===== src/hdl/slbs_pkg.sv =====
// shared types and constants for the status led blink sequencer
// no dependencies
package slbs_pkg;

    localparam int TIME_W     = 32;
    localparam int CFG_MS_W   = 16;
    localparam int PDATA_W    = 32;
    localparam int PADDR_W    = 5;
    localparam int REG_IDX_W  = 3;

    typedef enum logic [2:0] {
        OP_SET_STATUS = 3'd0,
        OP_SHARE      = 3'd1,
        OP_BLOCK      = 3'd2,
        OP_TICK       = 3'd3,
        OP_TOGGLE_EN  = 3'd4
    } t_op;

    typedef enum logic [2:0] {
        ST_OFF        = 3'd0,
        ST_BOOT       = 3'd1,
        ST_AP         = 3'd2,
        ST_CONNECTING = 3'd3,
        ST_MINING     = 3'd4,
        ST_SHARE      = 3'd5,
        ST_BLOCK      = 3'd6,
        ST_ERROR      = 3'd7
    } t_status;

    typedef enum logic [REG_IDX_W-1:0] {
        REG_FLASH_HOLD   = 3'd0,
        REG_CELEBRATE    = 3'd1,
        REG_CELEB_BLINK  = 3'd2,
        REG_SLOW_ON      = 3'd3,
        REG_SLOW_OFF     = 3'd4,
        REG_FAST_ON      = 3'd5,
        REG_FAST_OFF     = 3'd6,
        REG_ACTIVE_LOW   = 3'd7
    } t_reg_idx;

    typedef struct packed {
        logic [2:0]        op;
        logic [2:0]        new_status;
        logic [TIME_W-1:0] now_ms;
    } t_in_item;

    typedef struct packed {
        logic       led_on;
        logic       pin_level;
        logic [2:0] status_now;
        logic       is_enabled;
    } t_out_item;

    typedef struct packed {
        logic [CFG_MS_W-1:0] flash_hold_ms;
        logic [CFG_MS_W-1:0] celebrate_ms;
        logic [CFG_MS_W-1:0] celebrate_blink_ms;
        logic [CFG_MS_W-1:0] slow_on_ms;
        logic [CFG_MS_W-1:0] slow_off_ms;
        logic [CFG_MS_W-1:0] fast_on_ms;
        logic [CFG_MS_W-1:0] fast_off_ms;
        logic                active_low;
    } t_cfg;

endpackage


===== src/hdl/slbs_cfg_regs.sv =====
// apb configuration registers for the status led blink sequencer
// depends on slbs_pkg
module slbs_cfg_regs
    import slbs_pkg::*;
(
    input  logic               i_clk,
    input  logic               i_rst_n,
    input  logic               psel,
    input  logic               penable,
    input  logic               pwrite,
    input  logic [PADDR_W-1:0] paddr,
    input  logic [PDATA_W-1:0] pwdata,
    output logic [PDATA_W-1:0] prdata,
    output logic               pready,
    output t_cfg               o_cfg
);

    t_cfg     r_cfg;
    t_reg_idx w_idx;
    logic     w_wr;

    assign w_idx  = t_reg_idx'(paddr[PADDR_W-1:2]);
    assign w_wr   = psel && penable && pwrite;
    assign pready = 1'b1;
    assign o_cfg  = r_cfg;

    always_ff @(posedge i_clk) begin
        if (!i_rst_n) begin
            r_cfg.flash_hold_ms      <= CFG_MS_W'(500);
            r_cfg.celebrate_ms       <= CFG_MS_W'(3000);
            r_cfg.celebrate_blink_ms <= CFG_MS_W'(100);
            r_cfg.slow_on_ms         <= CFG_MS_W'(1000);
            r_cfg.slow_off_ms        <= CFG_MS_W'(1000);
            r_cfg.fast_on_ms         <= CFG_MS_W'(200);
            r_cfg.fast_off_ms        <= CFG_MS_W'(800);
            r_cfg.active_low         <= 1'b0;
        end else if (w_wr) begin
            unique case (w_idx)
                REG_FLASH_HOLD:  r_cfg.flash_hold_ms      <= pwdata[CFG_MS_W-1:0];
                REG_CELEBRATE:   r_cfg.celebrate_ms       <= pwdata[CFG_MS_W-1:0];
                REG_CELEB_BLINK: r_cfg.celebrate_blink_ms <= pwdata[CFG_MS_W-1:0];
                REG_SLOW_ON:     r_cfg.slow_on_ms         <= pwdata[CFG_MS_W-1:0];
                REG_SLOW_OFF:    r_cfg.slow_off_ms        <= pwdata[CFG_MS_W-1:0];
                REG_FAST_ON:     r_cfg.fast_on_ms         <= pwdata[CFG_MS_W-1:0];
                REG_FAST_OFF:    r_cfg.fast_off_ms        <= pwdata[CFG_MS_W-1:0];
                REG_ACTIVE_LOW:  r_cfg.active_low         <= pwdata[0];
                default: ;
            endcase
        end
    end

    always_comb begin
        unique case (w_idx)
            REG_FLASH_HOLD:  prdata = PDATA_W'(r_cfg.flash_hold_ms);
            REG_CELEBRATE:   prdata = PDATA_W'(r_cfg.celebrate_ms);
            REG_CELEB_BLINK: prdata = PDATA_W'(r_cfg.celebrate_blink_ms);
            REG_SLOW_ON:     prdata = PDATA_W'(r_cfg.slow_on_ms);
            REG_SLOW_OFF:    prdata = PDATA_W'(r_cfg.slow_off_ms);
            REG_FAST_ON:     prdata = PDATA_W'(r_cfg.fast_on_ms);
            REG_FAST_OFF:    prdata = PDATA_W'(r_cfg.fast_off_ms);
            REG_ACTIVE_LOW:  prdata = PDATA_W'(r_cfg.active_low);
            default:         prdata = '0;
        endcase
    end

endmodule


===== src/hdl/slbs_engine.sv =====
// pattern state and next-state logic for the status led blink sequencer
// depends on slbs_pkg
module slbs_engine
    import slbs_pkg::*;
(
    input  logic      i_clk,
    input  logic      i_rst_n,
    input  logic      i_fire,
    input  t_in_item  i_item,
    input  t_cfg      i_cfg,
    output t_out_item o_result
);

    t_status           r_cur, n_cur;
    t_status           r_saved, n_saved;
    logic              r_en, n_en;
    logic              r_lamp, n_lamp;
    logic [TIME_W-1:0] r_last_tog, n_last_tog;
    logic [TIME_W-1:0] r_flash_start, n_flash_start;

    logic [TIME_W-1:0] w_el_flash;
    logic [TIME_W-1:0] w_el_tog;

    assign w_el_flash = i_item.now_ms - r_flash_start;
    assign w_el_tog   = i_item.now_ms - r_last_tog;

    always_comb begin
        logic                go;
        logic                blink;
        logic [CFG_MS_W-1:0] on_t;
        logic [CFG_MS_W-1:0] off_t;
        t_status             st;

        n_cur         = r_cur;
        n_saved       = r_saved;
        n_en          = r_en;
        n_lamp        = r_lamp;
        n_last_tog    = r_last_tog;
        n_flash_start = r_flash_start;
        go            = 1'b0;
        blink         = 1'b0;
        on_t          = i_cfg.slow_on_ms;
        off_t         = i_cfg.slow_off_ms;
        st            = r_cur;

        case (t_op'(i_item.op))
            OP_SET_STATUS: begin
                if (i_item.new_status != r_cur) begin
                    n_saved = r_cur;
                    n_cur   = t_status'(i_item.new_status);
                end
            end
            OP_SHARE, OP_BLOCK: begin
                n_saved       = r_cur;
                n_cur         = (t_op'(i_item.op) == OP_SHARE) ? ST_SHARE : ST_BLOCK;
                n_flash_start = i_item.now_ms;
                n_lamp        = 1'b1;
            end
            OP_TICK: begin
                if (r_en) begin
                    go = 1'b1;
                    if (st == ST_SHARE) begin
                        if (w_el_flash >= TIME_W'(i_cfg.flash_hold_ms)) begin
                            st = r_saved;
                        end else begin
                            go = 1'b0;
                        end
                    end
                    if (go && st == ST_BLOCK) begin
                        if (w_el_flash >= TIME_W'(i_cfg.celebrate_ms)) begin
                            st = r_saved;
                        end else begin
                            go = 1'b0;
                            if (w_el_tog >= TIME_W'(i_cfg.celebrate_blink_ms)) begin
                                n_lamp     = !r_lamp;
                                n_last_tog = i_item.now_ms;
                            end
                        end
                    end
                    if (go) begin
                        case (st)
                            ST_OFF:              n_lamp = 1'b0;
                            ST_BOOT, ST_ERROR:   n_lamp = 1'b1;
                            ST_AP, ST_CONNECTING: begin
                                blink = 1'b1;
                                on_t  = i_cfg.slow_on_ms;
                                off_t = i_cfg.slow_off_ms;
                            end
                            ST_MINING: begin
                                blink = 1'b1;
                                on_t  = i_cfg.fast_on_ms;
                                off_t = i_cfg.fast_off_ms;
                            end
                            default: ;
                        endcase
                        if (blink) begin
                            if (r_lamp && w_el_tog >= TIME_W'(on_t)) begin
                                n_lamp     = 1'b0;
                                n_last_tog = i_item.now_ms;
                            end else if (!r_lamp && w_el_tog >= TIME_W'(off_t)) begin
                                n_lamp     = 1'b1;
                                n_last_tog = i_item.now_ms;
                            end
                        end
                    end
                    n_cur = st;
                end
            end
            OP_TOGGLE_EN: begin
                n_en = !r_en;
                if (r_en) begin
                    n_lamp = 1'b0;
                end
            end
            default: ;
        endcase
    end

    assign o_result.led_on     = n_lamp;
    assign o_result.pin_level  = n_lamp ^ i_cfg.active_low;
    assign o_result.status_now = n_cur;
    assign o_result.is_enabled = n_en;

    always_ff @(posedge i_clk) begin
        if (!i_rst_n) begin
            r_cur         <= ST_BOOT;
            r_saved       <= ST_OFF;
            r_en          <= 1'b1;
            r_lamp        <= 1'b0;
            r_last_tog    <= '0;
            r_flash_start <= '0;
        end else if (i_fire) begin
            r_cur         <= n_cur;
            r_saved       <= n_saved;
            r_en          <= n_en;
            r_lamp        <= n_lamp;
            r_last_tog    <= n_last_tog;
            r_flash_start <= n_flash_start;
        end
    end

endmodule


===== src/hdl/status_led_blink_sequencer.sv =====
// Status LED blink sequencer: takes one request per clock while not stalled (op plus
// millisecond time stamp) and presents one result per request, in request order. A request
// is captured in an input register; when it moves on, it is applied to the pattern state
// and loads the result register, so throughput is one request per cycle whenever the output
// side is not stalled, bounded by the single state update per clock. Configuration is to be
// written by the user through the apb port while no request is in flight; the block does
// not enforce it. Depends on slbs_pkg, slbs_cfg_regs and slbs_engine.
module status_led_blink_sequencer
    import slbs_pkg::*;
(
    input  logic               i_clk,
    input  logic               i_rst_n,
    input  logic               i_in_valid,
    output logic               o_in_stall,
    input  t_in_item           i_in_data,
    output logic               o_out_valid,
    input  logic               i_out_stall,
    output t_out_item          o_out_data,
    input  logic               psel,
    input  logic               penable,
    input  logic               pwrite,
    input  logic [PADDR_W-1:0] paddr,
    input  logic [PDATA_W-1:0] pwdata,
    output logic [PDATA_W-1:0] prdata,
    output logic               pready
);

    t_cfg      w_cfg;
    t_out_item w_result;
    logic      w_move;
    logic      w_accept;

    logic      r_in_valid;
    t_in_item  r_in_item;
    logic      r_out_valid;
    t_out_item r_out_item;

    slbs_cfg_regs u_cfg (
        .i_clk   (i_clk),
        .i_rst_n (i_rst_n),
        .psel    (psel),
        .penable (penable),
        .pwrite  (pwrite),
        .paddr   (paddr),
        .pwdata  (pwdata),
        .prdata  (prdata),
        .pready  (pready),
        .o_cfg   (w_cfg)
    );

    slbs_engine u_engine (
        .i_clk    (i_clk),
        .i_rst_n  (i_rst_n),
        .i_fire   (w_move),
        .i_item   (r_in_item),
        .i_cfg    (w_cfg),
        .o_result (w_result)
    );

    assign w_move      = r_in_valid && (!r_out_valid || !i_out_stall);
    assign o_in_stall  = r_in_valid && !w_move;
    assign w_accept    = i_in_valid && !o_in_stall;
    assign o_out_valid = r_out_valid;
    assign o_out_data  = r_out_item;

    always_ff @(posedge i_clk) begin
        if (!i_rst_n) begin
            r_in_valid  <= 1'b0;
            r_out_valid <= 1'b0;
        end else begin
            if (w_accept) begin
                r_in_valid <= 1'b1;
            end else if (w_move) begin
                r_in_valid <= 1'b0;
            end
            if (w_move) begin
                r_out_valid <= 1'b1;
            end else if (!i_out_stall) begin
                r_out_valid <= 1'b0;
            end
        end
    end

    always_ff @(posedge i_clk) begin
        if (w_accept) begin
            r_in_item <= i_in_data;
        end
        if (w_move) begin
            r_out_item <= w_result;
        end
    end

endmodule

===== config.mk =====
export PLATFORM = sky130hd
export DESIGN_NAME = status_led_blink_sequencer
export DESIGN_NICKNAME = d
export VERILOG_FILES = /design/src/hdl/slbs_pkg.sv /design/src/hdl/slbs_cfg_regs.sv /design/src/hdl/slbs_engine.sv /design/src/hdl/status_led_blink_sequencer.sv
export SDC_FILE = /design/constraint.sdc
export NUM_CORES = 1
export LEC_CHECK = 0
export ABC_AREA = 1
export ABC_CLOCK_PERIOD_IN_PS = 5390
export BUFFER_PORTS_ARGS = -buffer_cell sky130_fd_sc_hd__clkbuf_2
export CAP_MARGIN = 10
export CELL_PAD_IN_SITES_DETAIL_PLACEMENT = 0
export CELL_PAD_IN_SITES_GLOBAL_PLACEMENT = 2
export CORE_MARGIN = 2
export CORE_UTILIZATION = 31
export DETAILED_ROUTE_END_ITERATION = 7
export HOLD_SLACK_MARGIN = 0.05
export PLACE_DENSITY_LB_ADDON = 0.1
export RECOVER_POWER = 50
export SYNTH_ARGS = -nofsm -noshare
export SYNTH_HDL_FRONTEND = slang
export SYNTH_SLANG_ARGS = --single-unit

===== constraint.sdc =====
create_clock -name i_clk -period 5.39 [get_ports i_clk]
set_clock_uncertainty 0.15 [all_clocks]
set_input_delay 1.078 -clock i_clk [delete_from_list [all_inputs] [get_ports i_clk]]
set_output_delay 1.078 -clock i_clk [all_outputs]
set_load 0.01 [all_outputs]

Word level (Yosys, flattened, before mapping)
Index checks and enable logic that the tools add are counted.
{ "totals": {"regBits": 231, "out_inout_bits": 41, "word_cells": 144, "inputBits": 82} }
{ "op_classes": {"n_addsub": 2, "mux": 58, "n_eq_ne": 21, "magnitude_cmp": 5, "n_reduce_logical": 34, "n_bitwise": 1} }
{ "op_table": {"columns": ["cell", "n"], "rows": [
  ["$pmux 32 s8", 1],
  ["$mux 32", 7],
  ["$ge 32x16->1", 5],
  ["$mux 16", 8],
  ["$sub 32x32->32", 2],
  ["$mux 3", 11],
  ["$eq 3x3->1 const B", 9],
  ["$mux 1", 26],
  ["$eq 3x2->1 const B", 6],
  ["$reduce_and 2->1", 9],
  ["$eq 3x1->1 const B", 3],
  ["$logic_not 3->1", 3],
  ["$pmux 3 s3", 1],
  ["$logic_and 1x1->1", 8],
  ["$logic_not 1->1", 6],
  ["$pmux 3 s2", 1],
  ["$reduce_and 3->1", 2],
  ["$ne 2x1->1 const B", 2],
  ["$reduce_bool 2->1", 2],
  ["$reduce_or 2->1", 2],
  ["$ne 3x3->1", 1],
  ["$pmux 1 s3", 1],
  ["$reduce_or 3->1", 1],
  ["$mux 2", 1],
  ["other kinds (3)", 3]
]} }

Depth between registers and ports, before layout
Gate-level depths: netlist of the first run.
{ "depth": {"word_depth": 25, "depth_mapped": 52, "depth_no_buf": 51} }

Cells and area by module
From an unflattened synthesis of the first run, not the netlist that was laid out.
{ "hier_totals": {"cells_unflattened": 2564, "area_unflattened_um2": 16861.2} }
{ "modules_own_cells": {"columns": ["mod", "area_per_inst_um2", "n_inst", "cells_per_inst", "seq_area_each_um2"], "rows": [
  ["slbs_engine", 10163.5, 1, 1736, 1441.4],
  ["slbs_cfg_regs", 5281.3, 1, 771, 2262.2],
  ["status_led_blink_sequencer", 1416.4, 1, 57, 1361.3]
]} }

Worst setup path after synthesis of the first run
No wires, ideal clock.
{ "synth_timing": {"path_kind": "reg-to-reg", "from": "register r_in_item[3] (netlist bit)", "to": "register u_engine.r_last_tog[0]", "synth_period_minus_slack_ns": 5.752, "setup_ns": 0.120, "path_stages_with_launch": 43, "path_buffers": 2, "path_slack_ns": -0.362, "t_required_ns": 5.120, "arrival_ns": 5.482, "cell_sequence": "edfxtp_1 > ha_1 > nand2_1 > nor2_1 > nand2_1 > nand3_2 > nand2_1 > nand2_1 > xor2_1 > ha_1 > a21oi_1 > nor2_1 > a211oi_1 > o21ai_0 > a21oi_1 > nand4_2 > nand2_1 > inv_1 > [... 7 more ...] > ha_1 > a21oi_1 > nand2_1 > nand3_1 > nand2_1 > a221oi_1 > o221ai_1 > a21oi_1 > o21ai_0 > o21ai_0 > inv_1 > o21ai_1 > nand2_2 > nand2_2 > buf_6 > clkinv_2 > o21ai_1 > a21oi_1"} }
{ "synth_via": {"elab_chain_cells": 22, "elab_cells_between_ends": 50, "cone_classes": "add/sub: 2; order compare: 5; eq/ne: 4; mux: 35; reduce/logical: 4"} }
{ "synth_rtl": {"columns": ["item", "line", "rtl"], "rows": [
  ["start: declaration", "status_led_blink_sequencer.sv:34", "t_in_item r_in_item;"],
  ["start signal: assignment", "status_led_blink_sequencer.sv:86", "r_in_item <= i_in_data;"],
  ["$sub 32x32->32", "slbs_engine.sv:24", "assign w_el_flash = i_item.now_ms - r_flash_start;"],
  ["$ge 32x16->1", "slbs_engine.sv:63", "if (w_el_flash >= TIME_W'(i_cfg.flash_hold_ms)) begin"],
  ["$mux 3", "slbs_engine.sv:63", null],
  ["$mux 3", "slbs_engine.sv:62", "if (st == ST_SHARE) begin"],
  ["$mux 3", "slbs_engine.sv:60", "if (r_en) begin"],
  ["$mux 3", "slbs_engine.sv:46", "case (t_op'(i_item.op))"],
  ["$eq 3x3->1", "slbs_engine.sv:69", "if (go && st == ST_BLOCK) begin"],
  ["$logic_and 1x1->1", "slbs_engine.sv:69", null],
  ["[... 6 more ...]", null, null],
  ["$mux 16", "slbs_engine.sv:60", null],
  ["$mux 16", "slbs_engine.sv:46", null],
  ["$ge 32x16->1", "slbs_engine.sv:100", "end else if (!r_lamp && w_el_tog >= TIME_W'(off_t)) begin"],
  ["$logic_and 1x1->1", "slbs_engine.sv:100", null],
  ["$mux 32", "slbs_engine.sv:100", null],
  ["$mux 32", "slbs_engine.sv:97", "if (r_lamp && w_el_tog >= TIME_W'(on_t)) begin"],
  ["$mux 32", "slbs_engine.sv:96", "if (blink) begin"],
  ["$mux 32 (*)", "slbs_engine.sv:80", "if (go) begin"],
  ["end signal: assignment", "slbs_engine.sv:137", "r_last_tog <= n_last_tog;"],
  ["end: declaration", "slbs_engine.sv:18", "logic [TIME_W-1:0] r_last_tog, n_last_tog;"]
]} }
Every way passes the cells marked *; elsewhere a longest branch is shown, timed or not. The select of a mux whose other input is x is not followed.
A chain may end at the register's enable or synchronous reset.

Final worst setup path of the first run
{ "layout_timing": {"from": "register r_in_item[0] (netlist bit)", "to": "register u_engine.r_last_tog[11]"} }
The elaborated chain is that of the path after synthesis.

==> results of run 1 <==
## per-stage QoR
stage / instances / cell area [µm²] / hold slack (ns) / util [%]
2_1_floorplan: 2439 / 16700 / 0.283 / -
3_3_place_gp: 3369 / 19400 / 0.313 / 37.0
3_5_place_dp: 3369 / 19400 / 0.319 / 37.0
4_1_cts: 3471 / 21500 / 0.327 / 41.1
5_1_grt: 3487 / 21900 / 0.346 / 41.8
6_report: 3487 / 21900 / 0.322 / 41.8
## critical path: cells and delay by family, from the launching register on
kind                     cells  cell delay [ns]
AO/OA/AOI/OAI                8             1.18
multiplexers                 1             0.27
adder cells (fa/ha/maj)      4             1.15
flip-flops                   1             0.36
buffers and inverters        8             0.79
XOR/XNOR                     1             0.24
AND/OR/NAND/NOR             21             2.05
## kinds of logic (layout without fill, tap and decap cells)
kind of cell             after synthesis  after routing
flip-flops                           231            231
adder cells (fa/ha/maj)              144            144
XOR/XNOR                              38             38
other                                  2             17
AO/OA/AOI/OAI                        497            497
AND/OR/NAND/NOR                     1020           1020
multiplexers                          14             14
buffers and inverters                478            838
## sequential cells by signal, summed over array words and instances (netlist names), 3 cells and up
| register | cells |
|---|---|
| u_engine.r_cur | 3 |
| u_engine.r_flash_start | 32 |
| r_in_item | 38 |
| o_out_data | 6 |
| u_engine.r_last_tog | 32 |
| u_engine.r_saved | 3 |
| u_cfg.o_cfg | 113 |
## repair_timing
action / CTS / global route
setup endpoints to repair: 35 / 37
pin swaps: 24 / 38
resized for setup: 124 / 75
buffers inserted: 44 / 20
cloned: 6 / 1
## final timing paths
path / to / from / cells after the start
max reg2reg: u_engine.r_last_tog[11]$_SDFFE_PN0P_ / r_in_item[0]$_DFFE_PP_ / 43
min: u_engine.r_last_tog[10]$_SDFFE_PN0P_ / u_engine.r_last_tog[10]$_SDFFE_PN0P_ / 2
max: u_engine.r_last_tog[11]$_SDFFE_PN0P_ / r_in_item[0]$_DFFE_PP_ / 43
min reg2reg: u_engine.r_last_tog[10]$_SDFFE_PN0P_ / u_engine.r_last_tog[10]$_SDFFE_PN0P_ / 2
## metal layers
metal  vias up  wire (µm)  share of wire (%)  GRT usage [%]
met5         -          0                  0              0
met4         0       1910                3.0           6.29
met3        88       1970                3.1           2.32
met2       303      31700                 49           42.1
met1      7667      28800                 45           29.6
li1       8616          -                  -              -
## area by class of cell
cell class | count | area share [%]
inverter | 403 | 7.00
timing repair inverter | 1 | 0.0286
clock inverter | 13 | 0.771
sequential | 231 | 23.1
clock buffer | 41 | 4.18
timing repair buffer | 380 | 12.7
tap | 688 | 3.93
multi-input combinational | 1730 | 48.3
## power breakdown
group	switching [mW]	total (mW)	internal (mW)
sequential	0.0319	1.84	1.81
clock	0.839	2.17	1.33
combinational	0.856	1.46	0.605
total	1.73	5.48	3.75
## cells in the final DEF, fill, tap and decap left out, types with 13 or more instances in the layout
cell and n:
edfxtp_1 44, a221oi_1 21, nand3_1 84, nand2_2 34, a21oi_1 177, conb_1 17
o211ai_1 22, inv_2 13, dfxtp_1 187, clkbuf_16 33, clkbuf_2 59, nor3_1 15
ha_4 26, ha_1 114, buf_4 266, a211oi_2 32, nand4_1 31, nor2_2 27
nand2_4 13, o21ai_0 168, clkbuf_1 35, nor2_1 234, a21oi_2 14, nand2_1 535
inv_1 383, xor2_1 22
==> metrics.md, run 1 <==
| Metric | Value |
|---|---|
| Critical Path AT | `6.63 ns` |
| DR WL/cell | `18.5 µm` |
| Hold Crit Class | `reg -> reg` |
| Diode count | `0` |
| CTS tree | `yes` |
| Async SR Flop Fraction | `0%` |
| Startpoint Class | `register` |
| Seq. cell area | `5060 µm²` |
| Synthesized area | `16400 µm²` |
| Vias | `16674` |
| PD cells | `250 nW/µm²` |
| Status | `complete, but fails checks` |
| Final Hold Fails | `0` |
| DR DRC count | `0` |
| Primary FF master, synth | `dfxtp_1` |
| Setup Slack @ Placement | `-1.29 ns` |
| TNS Setup | `-29.02 ns` |
| Die Y-Extent | `234 µm` |
| Compound-Gate Fraction of Synth Area | `18.1%` |
| CTS H-tree depth | `1` |
| Nets | `3002` |
| RSZ-0062 raised after global routing | `true` |
| Syn_area_per_cell | `6.77 µm²` |
| CP max stage cell | `fa_2` |
| Multi-input logic area | `10600 µm²` |
| Total die area | `54800 µm²` |
| Die X | `234 µm` |
| GRT Overall Usage | `23.4%` |
| Row count | `84` |
| Tightest Pin Transition | `2.40 ns` |
| Failing checks | `capacitance limit, slew limit, setup timing` |
| Data required, critical path | `5.72 ns` |
| Core area | `52400 µm²` |
| Most frequent cells after synthesis | `576 x nand2_1, 391 x inv_1, 258 x nor2_1` |
| Initial antenna violation count | `0` |
| Num ports | `123` |
| Max VDD drop | `0.000250 V` |
| Clk sink count | `231` |
| Register area share after synthesis | `30.9%` |
| Detailed Place HPWL | `50900 µm` |
| Synthesized instance count | `2424` |
| Largest stage delay, worst path | `0.38 ns` |
| Top post-synthesis cells by area | `dfxtp_1 23%, nand2_1 13%, ha_1 11%` |
| Area Growth Syn to Fin | `33.5%` |
| Max frequency | `0.159 GHz` |
| Critical Path Fanout Max | `7` |
| Largest net degree at the start of global routing | `92` |
| EDFF count, synth | `44` |
| MaxCap Viol Count | `2` |
| Number of vias per cell | `4.78` |
| Period Utilization, post-route | `117%` |
| Adder-Cell Fraction of Synth Area | `11.1%` |
| Cell with the most instances after synthesis | `nand2_1` |
| DR pass1 iterations | `5` |
| Grt ovf | `0` |
| Crit end category | `register` |
| Max-slew violation count | `95` |
| Synth unique cells | `51` |
| Worst-Skew Late Latency | `0.61 ns` |
| Flops & latches, synth | `231` |
| Synth Area in XOR/XNOR | `2.03%` |
| Number of I/O port buffers | `87` |
| Most used cell, CP | `nand2_1` |
| Drt initial violations | `875` |
| Clock-pin slew on the worst setup and hold paths | `0.06 ns` |
| Max-slew headroom | `-60.0%` |
| Final setup vio count | `37` |
| Reg2reg setup slack | `-0.91 ns` |
| Tmin final | `6.30 ns` |
| Share of layout cells above drive strength 1 | `22.3%` |
| Yosys top cell area share | `22.8%` |
| Placer congestion estimate | `0.875` |
| Root Driver | `clkbuf_16` |
| Largest area contributor in the netlist | `dfxtp_1` |
| Final ANT Viol Nets | `0` |
| Routed WL | `64400 µm` |
| Final setup margin | `-0.907 ns` |
| Final total power | `5.48 mW` |
| Largest family of logic cells by synthesized area | `simple AND/OR/NAND/NOR gates` |
| Filler cells | `5581` |
| Num CTS Buffers | `29` |
| Proportion of synthesized area in mux cells | `0.854%` |
| Vias in the first global route | `16342` |
| Post-Synth Simple-Gate Area | `25.6%` |
| First-pass GRT wire length | `97300 µm` |
| Initial core utilization | `31.3%` |
| Worst-case clock buffer depth | `3` |
| Lkg Pwr | `10.2 nW` |
| Crit Path Category | `reg -> reg` |
| Hold-fix buffers, CTS | `0` |
| Warnings from Yosys | `0` |
No activity file was read; power rests on OpenSTA's default activity.
==> run 2: changes to the inputs <==
--- a/config.mk
+++ b/config.mk
@@ -16,7 +16,6 @@
 export DETAILED_ROUTE_END_ITERATION = 7
 export HOLD_SLACK_MARGIN = 0.05
 export PLACE_DENSITY_LB_ADDON = 0.1
-export RECOVER_POWER = 50
 export SYNTH_ARGS = -nofsm -noshare
 export SYNTH_HDL_FRONTEND = slang
 export SYNTH_SLANG_ARGS = --single-unit
==> run 2 against run 1 <==
  * Count of clock-buffer cells in the layout stayed put
  * Utilization is 0.12 points higher
  * Non-clock buffer count stayed put
  * Critical endpoint unchanged
  * Register-to-register slack hardly changed
  * Die area stayed put
  * Largest power group unchanged
  * Total power hardly changed
  * First-iteration DRC count is 5.9% lower
  * Critical path type unchanged
  * Design area is 0.30% higher
  * The flow finishes with violations (setup timing)
  * Maximum frequency hardly changed
  * Setup slack hardly changed
  * Clock power hardly changed
==> metrics.md, run 2 (same netlist as run 1, synthesis figures left out) <==
| Metric | Value |
|---|---|
| Number of vias per cell | `4.79` |
| DR WL/cell | `18.5 µm` |
| Drt initial violations | `823` |
| Grt ovf | `0` |
| Tightest Pin Transition | `1.10 ns` |
| Number of I/O port buffers | `87` |
| Failing checks | `setup timing` |
| Total die area | `54800 µm²` |
| Crit end category | `register` |
| Largest net degree at the start of global routing | `92` |
| Core area | `52400 µm²` |
| Critical Path Fanout Max | `7` |
| Num ports | `123` |
| Routed WL | `64400 µm` |
| DR pass1 iterations | `7` |
| Tmin final | `6.30 ns` |
| Filler cells | `5564` |
| Die X | `234 µm` |
| Vias in the first global route | `16342` |
| Commonest non-fill, non-tap cell in the layout | `nand2_1` |
| Period Utilization, post-route | `117%` |
| Fin util | `41.9%` |
| GRT Overall Usage | `23.4%` |
| Placed Area | `19400 µm²` |
| Root Driver | `clkbuf_16` |
| CTS tree | `yes` |
| Initial core utilization | `31.3%` |
| MaxCap Viol Count | `0` |
| First-pass GRT wire length | `97300 µm` |
| Share of layout cells above drive strength 1 | `23.5%` |
| Internal Power | `3.75 mW` |
| Final setup margin | `-0.907 ns` |
| Largest stage delay, worst path | `0.38 ns` |
| Startpoint Class | `register` |
| NetSw | `1.72 mW` |
| Nets | `3002` |
| Clk sink count | `231` |
| PD cells | `249 nW/µm²` |
| Setup Slack @ Placement | `-1.29 ns` |
| Clock-pin slew on the worst setup and hold paths | `0.06 ns` |
| Status | `complete, but fails checks` |
| CP max stage cell | `fa_2` |
| Data required, critical path | `5.72 ns` |
| Worst-Skew Late Latency | `0.61 ns` |
| Hold Crit Class | `reg -> reg` |
| Crit Path Category | `reg -> reg` |
| Top delay family on crit path | `simple AND/OR/NAND/NOR gates` |
| Die Y-Extent | `234 µm` |
| DR DRC count | `0` |
| Num CTS Buffers | `29` |
| Max-slew headroom | `26.3%` |
| Max frequency | `0.159 GHz` |
| Final setup vio count | `37` |
| Diode count | `0` |
| Max VDD drop | `0.000249 V` |
| Final Cell Area | `22000 µm²` |
| Final Hold Fails | `0` |
| Placer congestion estimate | `0.875` |
| Final ANT Viol Nets | `0` |
| Flop pwr share | `33.7%` |
| Clk network pwr share | `39.5%` |
| Initial antenna violation count | `0` |
| Comb power frac | `26.8%` |
| Hold-fix buffers, CTS | `0` |
| Vias | `16686` |
| Buf/Inv on CP | `9` |
| Max-slew violation count | `0` |
| Switch share | `31.5%` |
| Final total power | `5.47 mW` |
| CTS H-tree depth | `1` |
| Lkg Pwr | `10.3 nW` |
| Row count | `84` |
| Detailed Place HPWL | `50900 µm` |
| Area Growth Syn to Fin | `33.8%` |
| Worst-case clock buffer depth | `3` |
| Leading cell types in the layout, fill and taps excluded | `535 x nand2_1, 382 x inv_1, 273 x buf_4, 234 x nor2_1, 187 x dfxtp_1` |
| Critical Path AT | `6.62 ns` |
| Max reg flops | `113` |
| RSZ-0062 raised after global routing | `true` |
[run 2: power by group through the flow]
stage                     clock network (mW)  logic [mW]  registers, mW
final                                   2.16        1.47           1.84
after global routing                    2.28        1.64           1.85
after CTS                               2.22        1.42           1.84
after detailed placement                   0        1.30           1.88
after global placement                     0        1.29           1.88
after floorplan                            0       0.750           1.88
[run 2: metrics by stage]
step	TNS [ns]	cells	hold WS [ns]
floorplan	0	2439	0.283
global placement	-37.05	3369	0.313
detailed placement	-43.43	3369	0.319
CTS	-26.29	3471	0.327
global route	-43.56	3487	0.346
finish	-29.06	3487	0.322
[run 2: worst paths after layout]
kind                                              from                                   end  slack [ns]  cells past startpoint
setup / recovery                r_in_item[0]$_DFFE_PP_  u_engine.r_last_tog[11]$_SDFFE_PN0P_       -0.91                     42
hold / removal    u_engine.r_last_tog[10]$_SDFFE_PN0P_  u_engine.r_last_tog[10]$_SDFFE_PN0P_        0.32                      2
setup reg to reg                r_in_item[0]$_DFFE_PP_  u_engine.r_last_tog[11]$_SDFFE_PN0P_       -0.91                     42
hold reg to reg   u_engine.r_last_tog[10]$_SDFFE_PN0P_  u_engine.r_last_tog[10]$_SDFFE_PN0P_        0.32                      2
[run 2: area by class of cell]
cell class | count | area, µm² | share of cell area [%]
inverter | 403 | 1530 | 6.98
clock buffer | 41 | 915 | 4.16
tap | 688 | 861 | 3.92
timing repair inverter | 1 | 6.26 | 0.0285
multi-input combinational | 1730 | 10600 | 48.1
clock inverter | 13 | 169 | 0.769
timing repair buffer | 380 | 2840 | 12.9
sequential | 231 | 5060 | 23.1
[run 2: worst reg2reg max path, delay by kind of cell, from the launching register on]
| family | cells | cell delay, ns |
|---|---|---|
| adder cells (fa/ha/maj) | 4 | 1.17 |
| multiplexers | 1 | 0.22 |
| AO/OA/AOI/OAI | 7 | 1.06 |
| XOR/XNOR | 1 | 0.24 |
| flip-flops | 1 | 0.36 |
| AND/OR/NAND/NOR | 20 | 1.98 |
| buffers and inverters | 9 | 1.04 |
[run 2: timing repair]
item,4_1_cts,5_1_grt
buffers inserted,44,20
hold endpoints to repair,0,0
pin swaps,24,38
cloned,6,1
setup endpoints to repair,35,37
gates resized for setup,124,75
[run 2: per-layer routing]
layer	up-vias	track usage [%]	wire length [µm]
li1	8624	-	-
met1	7697	29.6	29000
met2	281	42.1	31700
met3	84	2.32	1860
met4	0	6.29	1870
met5	-	0	0
==> run 3: changes to the inputs <==
--- a/config.mk
+++ b/config.mk
@@ -6,13 +6,13 @@
 export NUM_CORES = 1
 export LEC_CHECK = 0
 export ABC_AREA = 1
-export ABC_CLOCK_PERIOD_IN_PS = 5390
+export ABC_CLOCK_PERIOD_IN_PS = 6900
 export BUFFER_PORTS_ARGS = -buffer_cell sky130_fd_sc_hd__clkbuf_2
 export CAP_MARGIN = 10
 export CELL_PAD_IN_SITES_DETAIL_PLACEMENT = 0
 export CELL_PAD_IN_SITES_GLOBAL_PLACEMENT = 2
 export CORE_MARGIN = 2
-export CORE_UTILIZATION = 31
+export CORE_UTILIZATION = 35
 export DETAILED_ROUTE_END_ITERATION = 7
 export HOLD_SLACK_MARGIN = 0.05
 export PLACE_DENSITY_LB_ADDON = 0.1
==> constraint.sdc (replaced) <==
create_clock -name i_clk -period 6.9 [get_ports i_clk]
set_clock_uncertainty 0.15 [all_clocks]
set_input_delay 1.38 -clock i_clk [delete_from_list [all_inputs] [get_ports i_clk]]
set_output_delay 1.38 -clock i_clk [all_outputs]
set_load 0.01 [all_outputs]
==> run 3 against run 2 <==
  * The run now ends clean
  * Total power fell by 25%
  * Critical path depth rose by 3
  * Cell count fell by 5.4%
  * Critical endpoint is now u_engine.r_last_tog[9]$_SDFFE_PN0P_
==> metrics.md, run 3 (same netlist as run 1, synthesis figures left out) <==
| Metric | Value |
|---|---|
| Status | `complete, no violations` |
| Critical Path AT | `6.92 ns` |
| Root Driver | `clkbuf_16` |
| Buf/Inv on CP | `10` |
| Period Utilization, post-route | `96.4%` |
| Detailed Place HPWL | `46100 µm` |
| Tmin final | `6.65 ns` |
| Initial core utilization | `35.3%` |
| Hold-fix buffers, CTS | `0` |
| R2r endpoint | `u_engine.r_last_tog[9]$_SDFFE_PN0P_` |
| CP max stage cell | `edfxtp_1` |
| Share of layout cells above drive strength 1 | `19.5%` |
| Drt initial violations | `853` |
| DR WL/cell | `17.4 µm` |
| Die Y-Extent | `221 µm` |
| Final ANT Viol Nets | `0` |
| TNS Setup | `0 ns` |
| Data required, critical path | `7.17 ns` |
| R2R depth | `45` |
| Commonest non-fill, non-tap cell in the layout | `nand2_1` |
| Number of vias per cell | `4.91` |
| Hold Crit Class | `reg -> reg` |
| Final setup margin | `0.247 ns` |
| Total die area | `48600 µm²` |
| Multi-input logic area | `10400 µm²` |
| Crit Path Category | `reg -> reg` |
| Placer congestion estimate | `0.847` |
| Placed Area | `18500 µm²` |
| DR DRC count | `0` |
| Largest stage delay, worst path | `0.40 ns` |
| First-pass GRT wire length | `87300 µm` |
| Num ports | `123` |
| Diode count | `0` |
| Worst-Skew Late Latency | `0.59 ns` |
| Max-slew violation count | `0` |
| Lkg Pwr | `9.70 nW` |
| Crit end category | `register` |
| Max-slew headroom | `23.9%` |
| Area Growth Syn to Fin | `26.4%` |
| Seq. cell area | `5060 µm²` |
| Max frequency | `0.150 GHz` |
| GRT Overall Usage | `23.3%` |
| Setup Slack @ Placement | `-0.388 ns` |
| Final Cell Area | `20700 µm²` |
| MaxCap Viol Count | `0` |
| CTS tree | `yes` |
| Crit. path cell count | `45` |
| DR pass1 iterations | `5` |
| Clock-pin slew on the worst setup and hold paths | `0.06 ns` |
| Leading cell types in the layout, fill and taps excluded | `533 x nand2_1, 384 x inv_1, 233 x nor2_1, 187 x dfxtp_1, 183 x a21oi_1` |
| Die X | `221 µm` |
| Initial antenna violation count | `0` |
| Tightest Pin Transition | `1.14 ns` |
| Critical path endpoint | `u_engine.r_last_tog[9]$_SDFFE_PN0P_` |
| Number of I/O port buffers | `87` |
| Core area | `46500 µm²` |
| Vias | `16184` |
| Routed WL | `57500 µm` |
| Most used cell, CP | `nand2_2` |
| Final setup vio count | `0` |
| Largest net degree at the start of global routing | `110` |
| Row count | `79` |
| Fin util | `44.7%` |
| Grt ovf | `0` |
| Max VDD drop | `0.000194 V` |
| Critical Path Fanout Max | `8` |
| Clk sink count | `231` |
| Final Hold Fails | `0` |
| RSZ-0062 raised after global routing | `true` |
| Worst-case clock buffer depth | `3` |
| PD cells | `198 nW/µm²` |
| Vias in the first global route | `15520` |
| CTS H-tree depth | `1` |
| Filler cells | `4898` |
| Nets | `2894` |
| Reg2reg setup slack | `0.25 ns` |
| Startpoint Class | `register` |
| Crit path launch | `r_in_item[0]$_DFFE_PP_` |
| Top delay family on crit path | `simple AND/OR/NAND/NOR gates` |
| R2r startpoint | `r_in_item[0]$_DFFE_PP_` |
| Max reg flops | `113` |
| Num CTS Buffers | `29` |
[run 3: per-layer routing]
metal / routed length [µm] / up-vias / part of all wire [%] / global-route usage, %
li1: - / 8397 / - / -
met1: 26500 / 7457 / 46 / 30.3
met2: 27700 / 266 / 48 / 41.5
met3: 1760 / 64 / 3.1 / 2.20
met4: 1530 / 0 / 2.7 / 5.69
met5: 0 / - / 0 / 0
[run 3: tightest hold or removal path, delay by kind of cell (launching register included)]
kind	cells	cell delay [ns]
AO/OA/AOI/OAI	1	0.06
flip-flops	1	0.29
buffers and inverters	1	0.06
[run 3: what timing repair did]
action                     4_1_cts  5_1_grt
setup endpoints to repair       35       35
cloned                           0        2
pin swaps                        8       84
setup buffers                    3       27
resized for setup               38      170
[run 3: worst min-delay path by stage]
stage                                                       start                                       to  slack [ns]  cells past startpoint
after global placement    u_engine.r_flash_start[24]$_SDFFE_PN0P_  u_engine.r_flash_start[24]$_SDFFE_PN0P_        0.30                      2
final                     u_engine.r_flash_start[20]$_SDFFE_PN0P_  u_engine.r_flash_start[20]$_SDFFE_PN0P_        0.31                      2
after global routing      u_engine.r_flash_start[22]$_SDFFE_PN0P_  u_engine.r_flash_start[22]$_SDFFE_PN0P_        0.33                      2
after floorplan                  u_engine.r_saved[1]$_SDFFE_PN0P_         u_engine.r_saved[1]$_SDFFE_PN0P_        0.28                      2
after CTS                 u_engine.r_flash_start[24]$_SDFFE_PN0P_  u_engine.r_flash_start[24]$_SDFFE_PN0P_        0.31                      2
after detailed placement  u_engine.r_flash_start[24]$_SDFFE_PN0P_  u_engine.r_flash_start[24]$_SDFFE_PN0P_        0.30                      2
[run 3: report_power, final]
part	internal (mW)	switching [mW]	total [mW]
clock	0.960	0.635	1.60
combinational	0.423	0.640	1.06
sequential	1.42	0.0267	1.44
total	2.80	1.30	4.10
[run 3: layout make-up]
cell class / instances / area share (%)
Timing Repair Buffer: 273 / 9.60
Inverter: 403 / 7.33
Tap cell: 607 / 3.66
Clock buffer: 46 / 4.29
Multi-Input combinational cell: 1730 / 50.2
Sequential cell: 231 / 24.4
Clock inverter: 7 / 0.519
[run 3: per-stage QoR]
| stage | cells | total power [mW] | hold slack, ns |
|---|---|---|---|
| 2_1_floorplan | 2439 | 2.03 | 0.283 |
| 3_3_place_gp | 3212 | 2.38 | 0.297 |
| 3_5_place_dp | 3212 | 2.40 | 0.302 |
| 4_1_cts | 3268 | 4.03 | 0.310 |
| 5_1_grt | 3297 | 4.32 | 0.328 |
| 6_report | 3297 | 4.10 | 0.307 |
